## src/rtl/core/lss_pkg.sv

```systemverilog
`timescale 1ns / 1ps
// ----------------------------------------------------------------------------
// lss_pkg
// Shared types and constants for the LIFO stack with search.
// ----------------------------------------------------------------------------
package lss_pkg;

    localparam int DEPTH   = 16;
    localparam int WORD_W  = 32;
    localparam int CNT_W   = $clog2(DEPTH + 1);
    localparam int COUNT_W = 5;

    localparam int S_TDATA_W = 40;
    localparam int M_TDATA_W = 48;

    typedef logic [WORD_W-1:0] word_t;
    typedef logic [CNT_W-1:0]  cnt_t;

    typedef enum logic [1:0] {
        REQ_PUSH   = 2'd0,
        REQ_POP    = 2'd1,
        REQ_PEEK   = 2'd2,
        REQ_SEARCH = 2'd3
    } req_t;

    typedef enum logic [1:0] {
        ST_OK    = 2'd0,
        ST_EMPTY = 2'd1,
        ST_FULL  = 2'd2
    } status_t;

    typedef enum logic [1:0] {
        S_IDLE,
        S_EXEC,
        S_REDUCE
    } state_t;

    typedef struct packed {
        logic start;
        logic push;
        logic pop;
        logic compare;
    } cell_ctl_t;

endpackage

```

## src/rtl/core/lss_cell.sv

```systemverilog
`timescale 1ns / 1ps
// ----------------------------------------------------------------------------
// lss_cell
// One stack entry: shifts toward the bottom on push, toward the top on pop,
// and compares its word with the search key.
// ----------------------------------------------------------------------------
module lss_cell (
    input  logic              aclk,
    input  logic              aresetn,
    input  lss_pkg::cell_ctl_t ctl,
    input  lss_pkg::word_t    from_above,
    input  lss_pkg::word_t    from_below,
    input  lss_pkg::word_t    key,
    input  logic              occupied,
    output lss_pkg::word_t    data,
    output logic              match
);
    import lss_pkg::*;

    word_t data_reg;
    word_t data_next;
    logic  match_reg;
    logic  match_next;

    always_comb begin
        data_next = data_reg;
        if (ctl.push) begin
            data_next = from_above;
        end else if (ctl.pop) begin
            data_next = from_below;
        end
    end

    always_comb begin
        match_next = match_reg;
        if (ctl.compare) begin
            match_next = occupied && (data_reg == key);
        end else if (ctl.start) begin
            match_next = 1'b0;
        end
    end

    always_ff @(posedge aclk) begin
        data_reg <= data_next;
    end

    always_ff @(posedge aclk) begin
        if (!aresetn) begin
            match_reg <= 1'b0;
        end else begin
            match_reg <= match_next;
        end
    end

    assign data  = data_reg;
    assign match = match_reg;

endmodule

```

## src/rtl/core/lifo_stack_with_search.sv

```systemverilog
`timescale 1ns / 1ps
// ----------------------------------------------------------------------------
// lifo_stack_with_search
// Bounded LIFO stack of words with push, pop, peek and search.
// ----------------------------------------------------------------------------
// Each request passes through two registered steps after its input transfer:
// an execute state in which the row of cells shifts or compares every entry
// with the key, and a reduce state in which the registered match bits are
// reduced into the found flag and the result is loaded into the output
// register; the reduce state waits while that register holds an untaken result.
// A new request is accepted once the previous one has left the reduction stage,
// even while its result still waits in the output register, so only one request
// is in flight at a time. The stack holds DEPTH words, the top word in the first cell.
module lifo_stack_with_search (
    input  logic                            aclk,
    input  logic                            aresetn,
    input  logic                            s_tvalid,
    output logic                            s_tready,
    // [1:0] req_type, [33:2] value, [39:34] zero
    input  logic [lss_pkg::S_TDATA_W-1:0]   s_tdata,
    output logic                            m_tvalid,
    input  logic                            m_tready,
    // [31:0] data_out, [32] found, [33] is_empty, [38:34] count,
    // [40:39] status, [47:41] zero
    output logic [lss_pkg::M_TDATA_W-1:0]   m_tdata
);
    import lss_pkg::*;

    state_t    state_reg;
    state_t    state_next;
    req_t      req_reg;
    word_t     key_reg;
    cnt_t      count_reg;
    cnt_t      count_next;
    word_t     res_data_reg;
    word_t     res_data_next;
    status_t   res_status_reg;
    status_t   res_status_next;
    logic      m_valid_reg;
    logic      m_valid_next;
    word_t     out_data_reg;
    logic      out_found_reg;
    logic      out_empty_reg;
    cnt_t      out_count_reg;
    status_t   out_status_reg;
    logic      out_load;
    logic      in_xfer;
    logic      full;
    logic      empty;
    cell_ctl_t ctl;

    word_t            cell_data [DEPTH];
    logic [DEPTH-1:0] cell_match;
    logic [DEPTH-1:0] cell_occ;

    assign in_xfer = s_tvalid && s_tready;
    assign full    = (count_reg == cnt_t'(DEPTH));
    assign empty   = (count_reg == '0);

    always_comb begin
        ctl.start   = in_xfer;
        ctl.push    = (state_reg == S_EXEC) && (req_reg == REQ_PUSH) && !full;
        ctl.pop     = (state_reg == S_EXEC) && (req_reg == REQ_POP) && !empty;
        ctl.compare = (state_reg == S_EXEC) && (req_reg == REQ_SEARCH);
    end

    genvar gi;
    generate
        for (gi = 0; gi < DEPTH; gi++) begin : g_cell
            word_t above;
            word_t below;

            if (gi == 0) begin : g_top
                assign above = key_reg;
            end else begin : g_mid_top
                assign above = cell_data[gi-1];
            end

            if (gi == DEPTH - 1) begin : g_bottom
                assign below = '0;
            end else begin : g_mid_bottom
                assign below = cell_data[gi+1];
            end

            assign cell_occ[gi] = (cnt_t'(gi) < count_reg);

            lss_cell u_cell (
                .aclk       (aclk),
                .aresetn    (aresetn),
                .ctl        (ctl),
                .from_above (above),
                .from_below (below),
                .key        (key_reg),
                .occupied   (cell_occ[gi]),
                .data       (cell_data[gi]),
                .match      (cell_match[gi])
            );
        end
    endgenerate

    always_comb begin
        state_next      = state_reg;
        count_next      = count_reg;
        res_data_next   = res_data_reg;
        res_status_next = res_status_reg;
        m_valid_next    = m_valid_reg;
        out_load        = 1'b0;
        s_tready        = (state_reg == S_IDLE);

        if (m_valid_reg && m_tready) begin
            m_valid_next = 1'b0;
        end

        unique case (state_reg)
            S_IDLE: begin
                if (in_xfer) begin
                    state_next = S_EXEC;
                end
            end
            S_EXEC: begin
                res_data_next   = '0;
                res_status_next = ST_OK;
                unique case (req_reg)
                    REQ_PUSH: begin
                        if (full) begin
                            res_status_next = ST_FULL;
                        end else begin
                            count_next = count_reg + cnt_t'(1);
                        end
                    end
                    REQ_POP: begin
                        if (empty) begin
                            res_data_next   = '1;
                            res_status_next = ST_EMPTY;
                        end else begin
                            res_data_next = cell_data[0];
                            count_next    = count_reg - cnt_t'(1);
                        end
                    end
                    REQ_PEEK: begin
                        if (empty) begin
                            res_data_next   = '1;
                            res_status_next = ST_EMPTY;
                        end else begin
                            res_data_next = cell_data[0];
                        end
                    end
                    REQ_SEARCH: begin
                    end
                    default: begin
                    end
                endcase
                state_next = S_REDUCE;
            end
            S_REDUCE: begin
                if (!m_valid_reg || m_tready) begin
                    out_load     = 1'b1;
                    m_valid_next = 1'b1;
                    state_next   = S_IDLE;
                end
            end
            default: begin
                state_next = S_IDLE;
            end
        endcase
    end

    always_ff @(posedge aclk) begin
        if (!aresetn) begin
            state_reg   <= S_IDLE;
            count_reg   <= '0;
            m_valid_reg <= 1'b0;
        end else begin
            state_reg   <= state_next;
            count_reg   <= count_next;
            m_valid_reg <= m_valid_next;
        end
    end

    always_ff @(posedge aclk) begin
        if (in_xfer) begin
            req_reg <= req_t'(s_tdata[1:0]);
            key_reg <= s_tdata[WORD_W+1:2];
        end
        res_data_reg   <= res_data_next;
        res_status_reg <= res_status_next;
        if (out_load) begin
            out_data_reg   <= res_data_reg;
            out_found_reg  <= |cell_match;
            out_empty_reg  <= (count_reg == '0);
            out_count_reg  <= count_reg;
            out_status_reg <= res_status_reg;
        end
    end

    assign m_tvalid = m_valid_reg;
    assign m_tdata  = {7'b0, out_status_reg, COUNT_W'(out_count_reg), out_empty_reg,
                       out_found_reg, out_data_reg};

    a_count_bound: assert property (@(posedge aclk) disable iff (!aresetn)
        count_reg <= cnt_t'(DEPTH))
        else $error("stack count exceeds depth");

    a_one_in_flight: assert property (@(posedge aclk) disable iff (!aresetn)
        in_xfer |=> !s_tready ##1 !s_tready)
        else $error("request accepted while another is in flight");

    a_count_step: assert property (@(posedge aclk) disable iff (!aresetn)
        (state_reg != S_EXEC) |=> $stable(count_reg))
        else $error("count changed outside the execute cycle");

    a_found_search: assert property (@(posedge aclk) disable iff (!aresetn)
        (m_valid_reg && out_found_reg) |-> (out_status_reg == ST_OK) && !out_empty_reg)
        else $error("found flag with bad status or empty stack");

endmodule
```

## config.mk

```make
export PLATFORM = sky130hd
export DESIGN_NAME = lifo_stack_with_search
export DESIGN_NICKNAME = d
export VERILOG_FILES = /design/src/rtl/core/lss_pkg.sv /design/src/rtl/core/lss_cell.sv /design/src/rtl/core/lifo_stack_with_search.sv
export SDC_FILE = /design/constraint.sdc
export NUM_CORES = 1
export LEC_CHECK = 0
export BUFFER_PORTS_ARGS = -buffer_cell sky130_fd_sc_hd__buf_2
export CAP_MARGIN = 15
export CELL_PAD_IN_SITES_DETAIL_PLACEMENT = 1
export CELL_PAD_IN_SITES_GLOBAL_PLACEMENT = 2
export CORE_MARGIN = 2
export CORE_UTILIZATION = 38
export DETAILED_ROUTE_END_ITERATION = 8
export GPL_TIMING_DRIVEN = 0
export PLACE_DENSITY_LB_ADDON = 0.3
export SLEW_MARGIN = 20
export SYNTH_ARGS = -nofsm -noshare
export SYNTH_HDL_FRONTEND = slang
export SYNTH_SLANG_ARGS = --single-unit
```

## constraint.sdc

```tcl
create_clock -name aclk -period 41.5 [get_ports aclk]
set_input_delay 6.225 -clock aclk [delete_from_list [all_inputs] [get_ports aclk]]
set_output_delay 6.225 -clock aclk [all_outputs]
set_load 0.01 [all_outputs]
```

==> metrics.md, run 1 <==
| Metric | Value |
|---|---|
| Status | `finished clean` |
| Min-Delay Path Class | `flop to flop` |
| Final Cycle Share | `18.8%` |
| Final setup violation count | `0` |
| Die Wd | `295 um` |
| Detailed Route Iter0 Violations | `2,994` |
| Number of global-route vias before repair | `25,600` |
| Worst Path Arrival | `8370 ps` |
| Hold slack final | `412 ps` |
| Clock transition at the registers of the reported paths | `60 ps` |
| Worst-Skew Late Latency | `660 ps` |
| P&R area growth vs syn | `15.3%` |
| Peak supply drop | `0.0291 mV` |
| Final Hold Viols | `0` |
| Mapped Avg Cell Area | `10.3 sq um` |
| Clock tree root buffer cell | `clkbuf_16` |
| Static leakage | `14.5 nW` |
| Pins Over Slew Limit | `0` |
| Cells after Synth | `3,124` |
| CP max stage cell | `nor4_1` |
| Met3 usage | `4.85%` |
| I/O pin count | `94` |
| GR Util met1 | `40.6%` |
| Antenna Nets Post-Route | `0` |
| Initial Util | `38.4%` |
| Largest net degree at the start of global routing | `40` |
| Fin crit period | `7800 ps` |
| Worst path cell trace | `buf_4, nand4b_2, clkbuf_2, nor4_1, nand4_1, o21ai_0` |
| Routability Congestion | `0.954` |
| RSZ-0062 raised after global routing | `false` |
| Async set-reset flop share out of synthesis | `0%` |
| WP data required | `42,070 ps` |
| GRT Residual Overflow | `0` |
| Seq/Total Area, Yosys | `59.4%` |
| Clock skew | `33.3 ps` |
| Wire length per cell | `30.1 um` |
| Fillcell total | `9,364` |
| Detailed-route via count | `24,900` |
| Top_reg_cell synth | `edfxtp_1` |
| Clock tree sinks | `645` |
| Worst Setup End Kind | `flop` |
| Die area | `87,100 sq um` |
| H-tree levels | `3` |
| Via/cell ratio | `5.53` |
| Worst relative slew slack | `17.6%` |
| N_diodes | `0` |
| Core box area | `83,800 sq um` |
| Max reg flops | `512` |
| MaxCap Viol Count | `0` |
| CTS Hold Buffers Added | `0` |
| Seq cells post-synth | `645` |
| GRT Util Overall | `31.0%` |
| CP Max Fanout | `10` |
| Placed cell area | `34,800 sq um` |
| DRC errors left | `0` |
| EDFF count, synth | `621` |
| Fmax | `128 MHz` |
| Power Dens Cells | `41.6 nW/um^2` |
| Final core utilization | `44.3%` |
| Clk buf depth | `3` |
| Synth Warn # | `0` |
| Initial antenna violation count | `7` |
| Port Buffers | `79` |
| DRT Wirelength | `136,000 um` |
| Std cell rows | `106` |
| CTS tree | `done` |
| Synth Cell Area | `32,200 sq um` |
| First-pass GRT wire length | `189,000 um` |
| Worst slew pin tran | `1240 ps` |
| PostCTS Resize Cnt | `0` |
| Met2 GRT Util | `50.5%` |
| WS Path Type | `input pin to flop` |
| Largest stage delay, worst path | `620 ps` |
| Die Y | `295 um` |
| Share of cells above drive strength 1 | `11.3%` |
| Nets | `3,365` |
| Critical path buffer and inverter count | `2` |
| DP Wirelength | `98,500 um` |
| Top Usage Layer GRT | `met2` |
| Critical path's top delay family | `simple AND/OR/NAND/NOR gates` |
| Commonest cells after routing, fill and taps aside | `nand2_1, edfxtp_1, xor2_1` |
| Cell area after layout | `37,100 sq um` |
| Crit start category | `input pin` |
| Synth cell types | `44` |
| Setup repair bufs after CTS | `0` |
| Cts bufs inserted | `75` |
| First drt pass iteration count | `5` |
| Commonest non-fill, non-tap cell in the layout | `nand2_1` |
## worst paths after layout
| check | start | endpoint | slack [ps] | cells after the start |
|---|---|---|---|---|
| worst max register to register | state_reg[0]$_SDFFE_PN0P_ | g_cell[5].u_cell.data[29]$_DFFE_PP_ | 37240 | 12 |
| worst min register to register | res_data_reg[14]$_SDFFCE_PP0P_ | out_data_reg[14]$_DFFE_PP_ | 410 | 0 |
| worst max-delay path | aresetn | g_cell[14].u_cell.match$_SDFFE_PN0P_ | 33700 | 6 |
| worst min-delay path | res_data_reg[14]$_SDFFCE_PP0P_ | out_data_reg[14]$_DFFE_PP_ | 410 | 0 |
## worst register-to-register path, stage by stage (launching register included)
cell and delay (ps):
dfxtp_1 410, nor2b_1 170, buf_2 700, nand3_1 370, buf_2 350, buf_2 260, buf_2 250, o21ai_4 360
buf_12 290, buf_16 210, buf_8 200, buf_16 190, buf_16 200
## cells by family (layout without fill, tap and decap cells)
group                      after synthesis  count (layout)  share of synthesized area [%]
other                                    1               7                         0.0116
and+or+nand+nor                       1663            1663                           21.1
buffers and inverters                  204             447                           3.12
muxes                                   14              14                          0.478
DFF                                    645             645                           59.4
adders and majority gates                7               7                          0.272
AOI/OAI and AO/OA                       76              76                           1.66
xor gates and xnor gates               514             514                           14.0
## report_power, final
group          internal, W  switching (W)
clock network     0.000369       0.000283
logic            0.0000439      0.0000993
registers         0.000733      0.0000172
total              0.00115       0.000399
## cell type report
type	count	area (sq um)	area share, %
Sequential cell	645	19100	51.5
Multi-Input combinational cell	2281	12100	32.6
Clock buffer	117	2190	5.89
Tap cell	1134	1420	3.82
Timing Repair Buffer	107	1130	3.03
Buffer	197	982	2.64
Clock inverter	19	149	0.401
Inverter	7	26.3	0.0707
## metal layers
layer / vias to the layer above / part of all wire (%)
met5: - / 0.0096
met3: 292 / 7.6
met4: 2 / 5.1
met1: 12700 / 40
met2: 1193 / 47
li1: 10700 / -
## metrics by stage
| stage | std cells | setup WS (ps) | power [W] | setup TNS (ps) |
|---|---|---|---|---|
| floorplan | 3130 | 2670 | 0.000858 | 0 |
| global placement | 4343 | -14430 | 0.000928 | -7360560 |
| detailed placement | 4371 | 33100 | 0.000902 | 0 |
| CTS | 4507 | 33760 | 0.00155 | 0 |
| global route | 4507 | 33670 | 0.00158 | 0 |
| finish | 4507 | 33700 | 0.00155 | 0 |
## Yosys cell counts (11+ instances only)
| library cell | n | share of area, % |
|---|---|---|
| and2_1 | 34 | 0.66 |
| buf_2 | 137 | 2.1 |
| buf_4 | 18 | 0.42 |
| clkbuf_1 | 38 | 0.44 |
| dfxtp_1 | 24 | 1.5 |
| edfxtp_1 | 621 | 58 |
| mux2_2 | 11 | 0.38 |
| nand2_1 | 1429 | 17 |
| nand4_1 | 75 | 1.5 |
| nor4_1 | 80 | 1.6 |
| o21a_1 | 34 | 0.79 |
| o21ai_0 | 18 | 0.28 |
| xnor2_1 | 222 | 6.0 |
| xor2_1 | 292 | 7.9 |
Power figures use the tool's default switching activity.
==> run 2, diff against run 1 <==
--- a/config.mk
+++ b/config.mk
@@ -10,7 +10,7 @@
 export CELL_PAD_IN_SITES_DETAIL_PLACEMENT = 1
 export CELL_PAD_IN_SITES_GLOBAL_PLACEMENT = 2
 export CORE_MARGIN = 2
-export CORE_UTILIZATION = 38
+export CORE_UTILIZATION = 42
 export DETAILED_ROUTE_END_ITERATION = 8
 export GPL_TIMING_DRIVEN = 0
 export PLACE_DENSITY_LB_ADDON = 0.3
==> constraint.sdc (replaced) <==
create_clock -name aclk -period 7.6 [get_ports aclk]
set_input_delay 1.14 -clock aclk [delete_from_list [all_inputs] [get_ports aclk]]
set_output_delay 1.14 -clock aclk [all_outputs]
set_load 0.01 [all_outputs]
==> run 2 against run 1 <==
Count of clock-buffer cells in the layout fell by 16; critical path depth up 7; via count increased by 1.1%; power increased to 5.5 times the previous value; hold slack better by 4.4 ps; critical path type is now flop to flop; largest cell class unchanged; largest power group unchanged.
==> metrics.md, run 2 (synthesis results as in run 1) <==
| Metric | Value |
|---|---|
| Status | `finished clean` |
| Crit start category | `flop` |
| Largest stage delay, worst path | `400 ps` |
| Clock tree root buffer cell | `clkbuf_16` |
| Wire length per cell | `30.6 um` |
| Clk buf depth | `3` |
| Die Wd | `281 um` |
| Peak supply drop | `0.178 mV` |
| Critical R2R Capture | `g_cell[6].u_cell.data[1]$_DFFE_PP_` |
| Critical path buffer and inverter count | `9` |
| Dpl cells | `4,267` |
| Detailed Route Iter0 Violations | `2,840` |
| H-tree levels | `3` |
| Multi-input logic area | `12,100 sq um` |
| Commonest cells after routing, fill and taps aside | `nand2_1, edfxtp_1, xor2_1` |
| Hold path depth | `0` |
| Worst-Skew Late Latency | `630 ps` |
| Hold Startpoint | `res_data_reg[6]$_SDFFCE_PP0P_` |
| Worst reg-to-reg path cell count | `13` |
| Fmax | `277 MHz` |
| CTS Hold Buffers Added | `0` |
| GRT Util Overall | `34.1%` |
| Pins Over Slew Limit | `0` |
| DRT Wirelength | `135,000 um` |
| Final setup violation count | `0` |
| Detailed-route via count | `25,200` |
| First-pass GRT wire length | `189,000 um` |
| Wl on met1 | `53,200 um` |
| Worst relative slew slack | `25.2%` |
| WS Path Type | `flop to flop` |
| Cts bufs inserted | `75` |
| DP Wirelength | `97,800 um` |
| Initial antenna violation count | `1` |
| Largest net degree at the start of global routing | `40` |
| PostCTS Resize Cnt | `0` |
| Initial Util | `42.4%` |
| MaxCap Viol Count | `0` |
| Antenna Nets Post-Route | `0` |
| Worst r2r src | `count_reg[1]$_SDFFE_PN0P_` |
| Commonest non-fill, non-tap cell in the layout | `nand2_1` |
| I/O pin count | `94` |
| Final Cycle Share | `47.6%` |
| Share of cells above drive strength 1 | `11.6%` |
| Fin crit period | `3610 ps` |
| FF/Latch Area | `19,100 sq um` |
| Clock skew | `20.4 ps` |
| Met2 WL post-DR | `63,300 um` |
| Top layer used by detailed routing | `met4` |
| Worst Path Arrival | `3980 ps` |
| Worst path cell trace | `inv_2, ha_1, nand3_1, nand3_1, buf_2, buf_2, buf_2, o21ai_4, buf_16, buf_16, buf_16, buf_16, buf_16` |
| Pwr Total | `0.00845 W` |
| P&R area growth vs syn | `15.1%` |
| Fillcell total | `8,360` |
| GRT Residual Overflow | `0` |
| Via/cell ratio | `5.72` |
| CP dominant cell by count | `buf_16` |
| Power Dens Cells | `228 nW/um^2` |
| Static leakage | `14.6 nW` |
| First drt pass iteration count | `5` |
| Die area | `78,900 sq um` |
| Non-filler instance count after layout | `4,403` |
| DRC errors left | `0` |
| Std cell rows | `101` |
| Min-Delay Path Class | `flop to flop` |
| CP max stage cell | `dfxtp_2` |
| Routability Congestion | `0.940` |
| Setup repair bufs after CTS | `0` |
| Nets | `3,365` |
| Hold endpoint | `out_data_reg[6]$_DFFE_PP_` |
| Critical path's top delay family | `buffers and inverters` |
| Worst Setup End Kind | `flop` |
| RSZ-0062 raised after global routing | `false` |
| WP data required | `7970 ps` |
| CP Max Fanout | `24` |
| Core box area | `75,900 sq um` |
| Final Hold Viols | `0` |
| CTS tree | `done` |
| Met3 wire length | `9950 um` |
| Max reg flops | `512` |
| Clock transition at the registers of the reported paths | `60 ps` |
| Number of global-route vias before repair | `25,800` |
| R2r setup slk | `3990 ps` |
| N_diodes | `0` |
| Clock tree sinks | `645` |
| Port Buffers | `79` |
| Worst slew pin tran | `1120 ps` |
| TNS Setup | `0 ps` |
| Die Y | `281 um` |
## run 2: cell types whose count changed in the layout (fill, tap and decap cells not counted), sizes merged
cell / before / now
bufinv: 1 / 4
clkbuf: 156 / 140
clkinv: 16 / 28
clkinvlp: 1 / 2
## run 2: cell type report
type | count | area share (%)
plain buffers | 197 | 2.72
multi-input cells | 2281 | 32.7
clock inverters | 35 | 0.702
well taps | 1030 | 3.48
inverters | 7 | 0.0709
clock buffers | 101 | 5.64
flip-flops and latches | 645 | 51.6
repair buffers | 107 | 3.06
## run 2: power by group
part	switching, W	internal (W)	leakage, nW
logic	0.000540	0.000242	7.55
registers	0.0000946	0.00400	5.85
clock network	0.00152	0.00206	1.14
## run 2: how the worst max path moves through the flow
stage                                          end  depth (start not counted)                      start  slack [ps]
3_3_place_gp    g_cell[5].u_cell.data[7]$_DFFE_PP_                          5  count_reg[1]$_SDFFE_PN0P_       -5860
6_report        g_cell[6].u_cell.data[1]$_DFFE_PP_                         13  count_reg[1]$_SDFFE_PN0P_        3990
3_5_place_dp   g_cell[6].u_cell.data[30]$_DFFE_PP_                         13  count_reg[1]$_SDFFE_PN0P_        4080
5_1_grt         g_cell[6].u_cell.data[1]$_DFFE_PP_                         13  count_reg[1]$_SDFFE_PN0P_        3930
2_1_floorplan   g_cell[0].u_cell.data[0]$_DFFE_PP_                          5       req_reg[1]$_DFFE_PP_       -1940
4_1_cts        g_cell[6].u_cell.data[22]$_DFFE_PP_                         13  count_reg[1]$_SDFFE_PN0P_        4060
## run 2: stage by stage
stage | hold WS, ps | worst slack [ps] | cell area (sq um) | util [%]
3_3_place_gp | 402 | -5860 | 34000 | 44.7
3_5_place_dp | 405 | 4080 | 34700 | 45.7
4_1_cts | 418 | 4060 | 37100 | 48.8
2_1_floorplan | 400 | -1940 | 32300 | -
5_1_grt | 430 | 3930 | 37100 | 48.8
6_report | 417 | 3990 | 37100 | 48.8
## run 2: per-layer routing
| layer | up-vias | global-route usage (%) |
|---|---|---|
| li1 | 10800 | - |
| met1 | 12900 | 43.6 |
| met2 | 1217 | 55.7 |
| met3 | 326 | 5.30 |
| met4 | 0 | 18.2 |
| met5 | - | 0 |
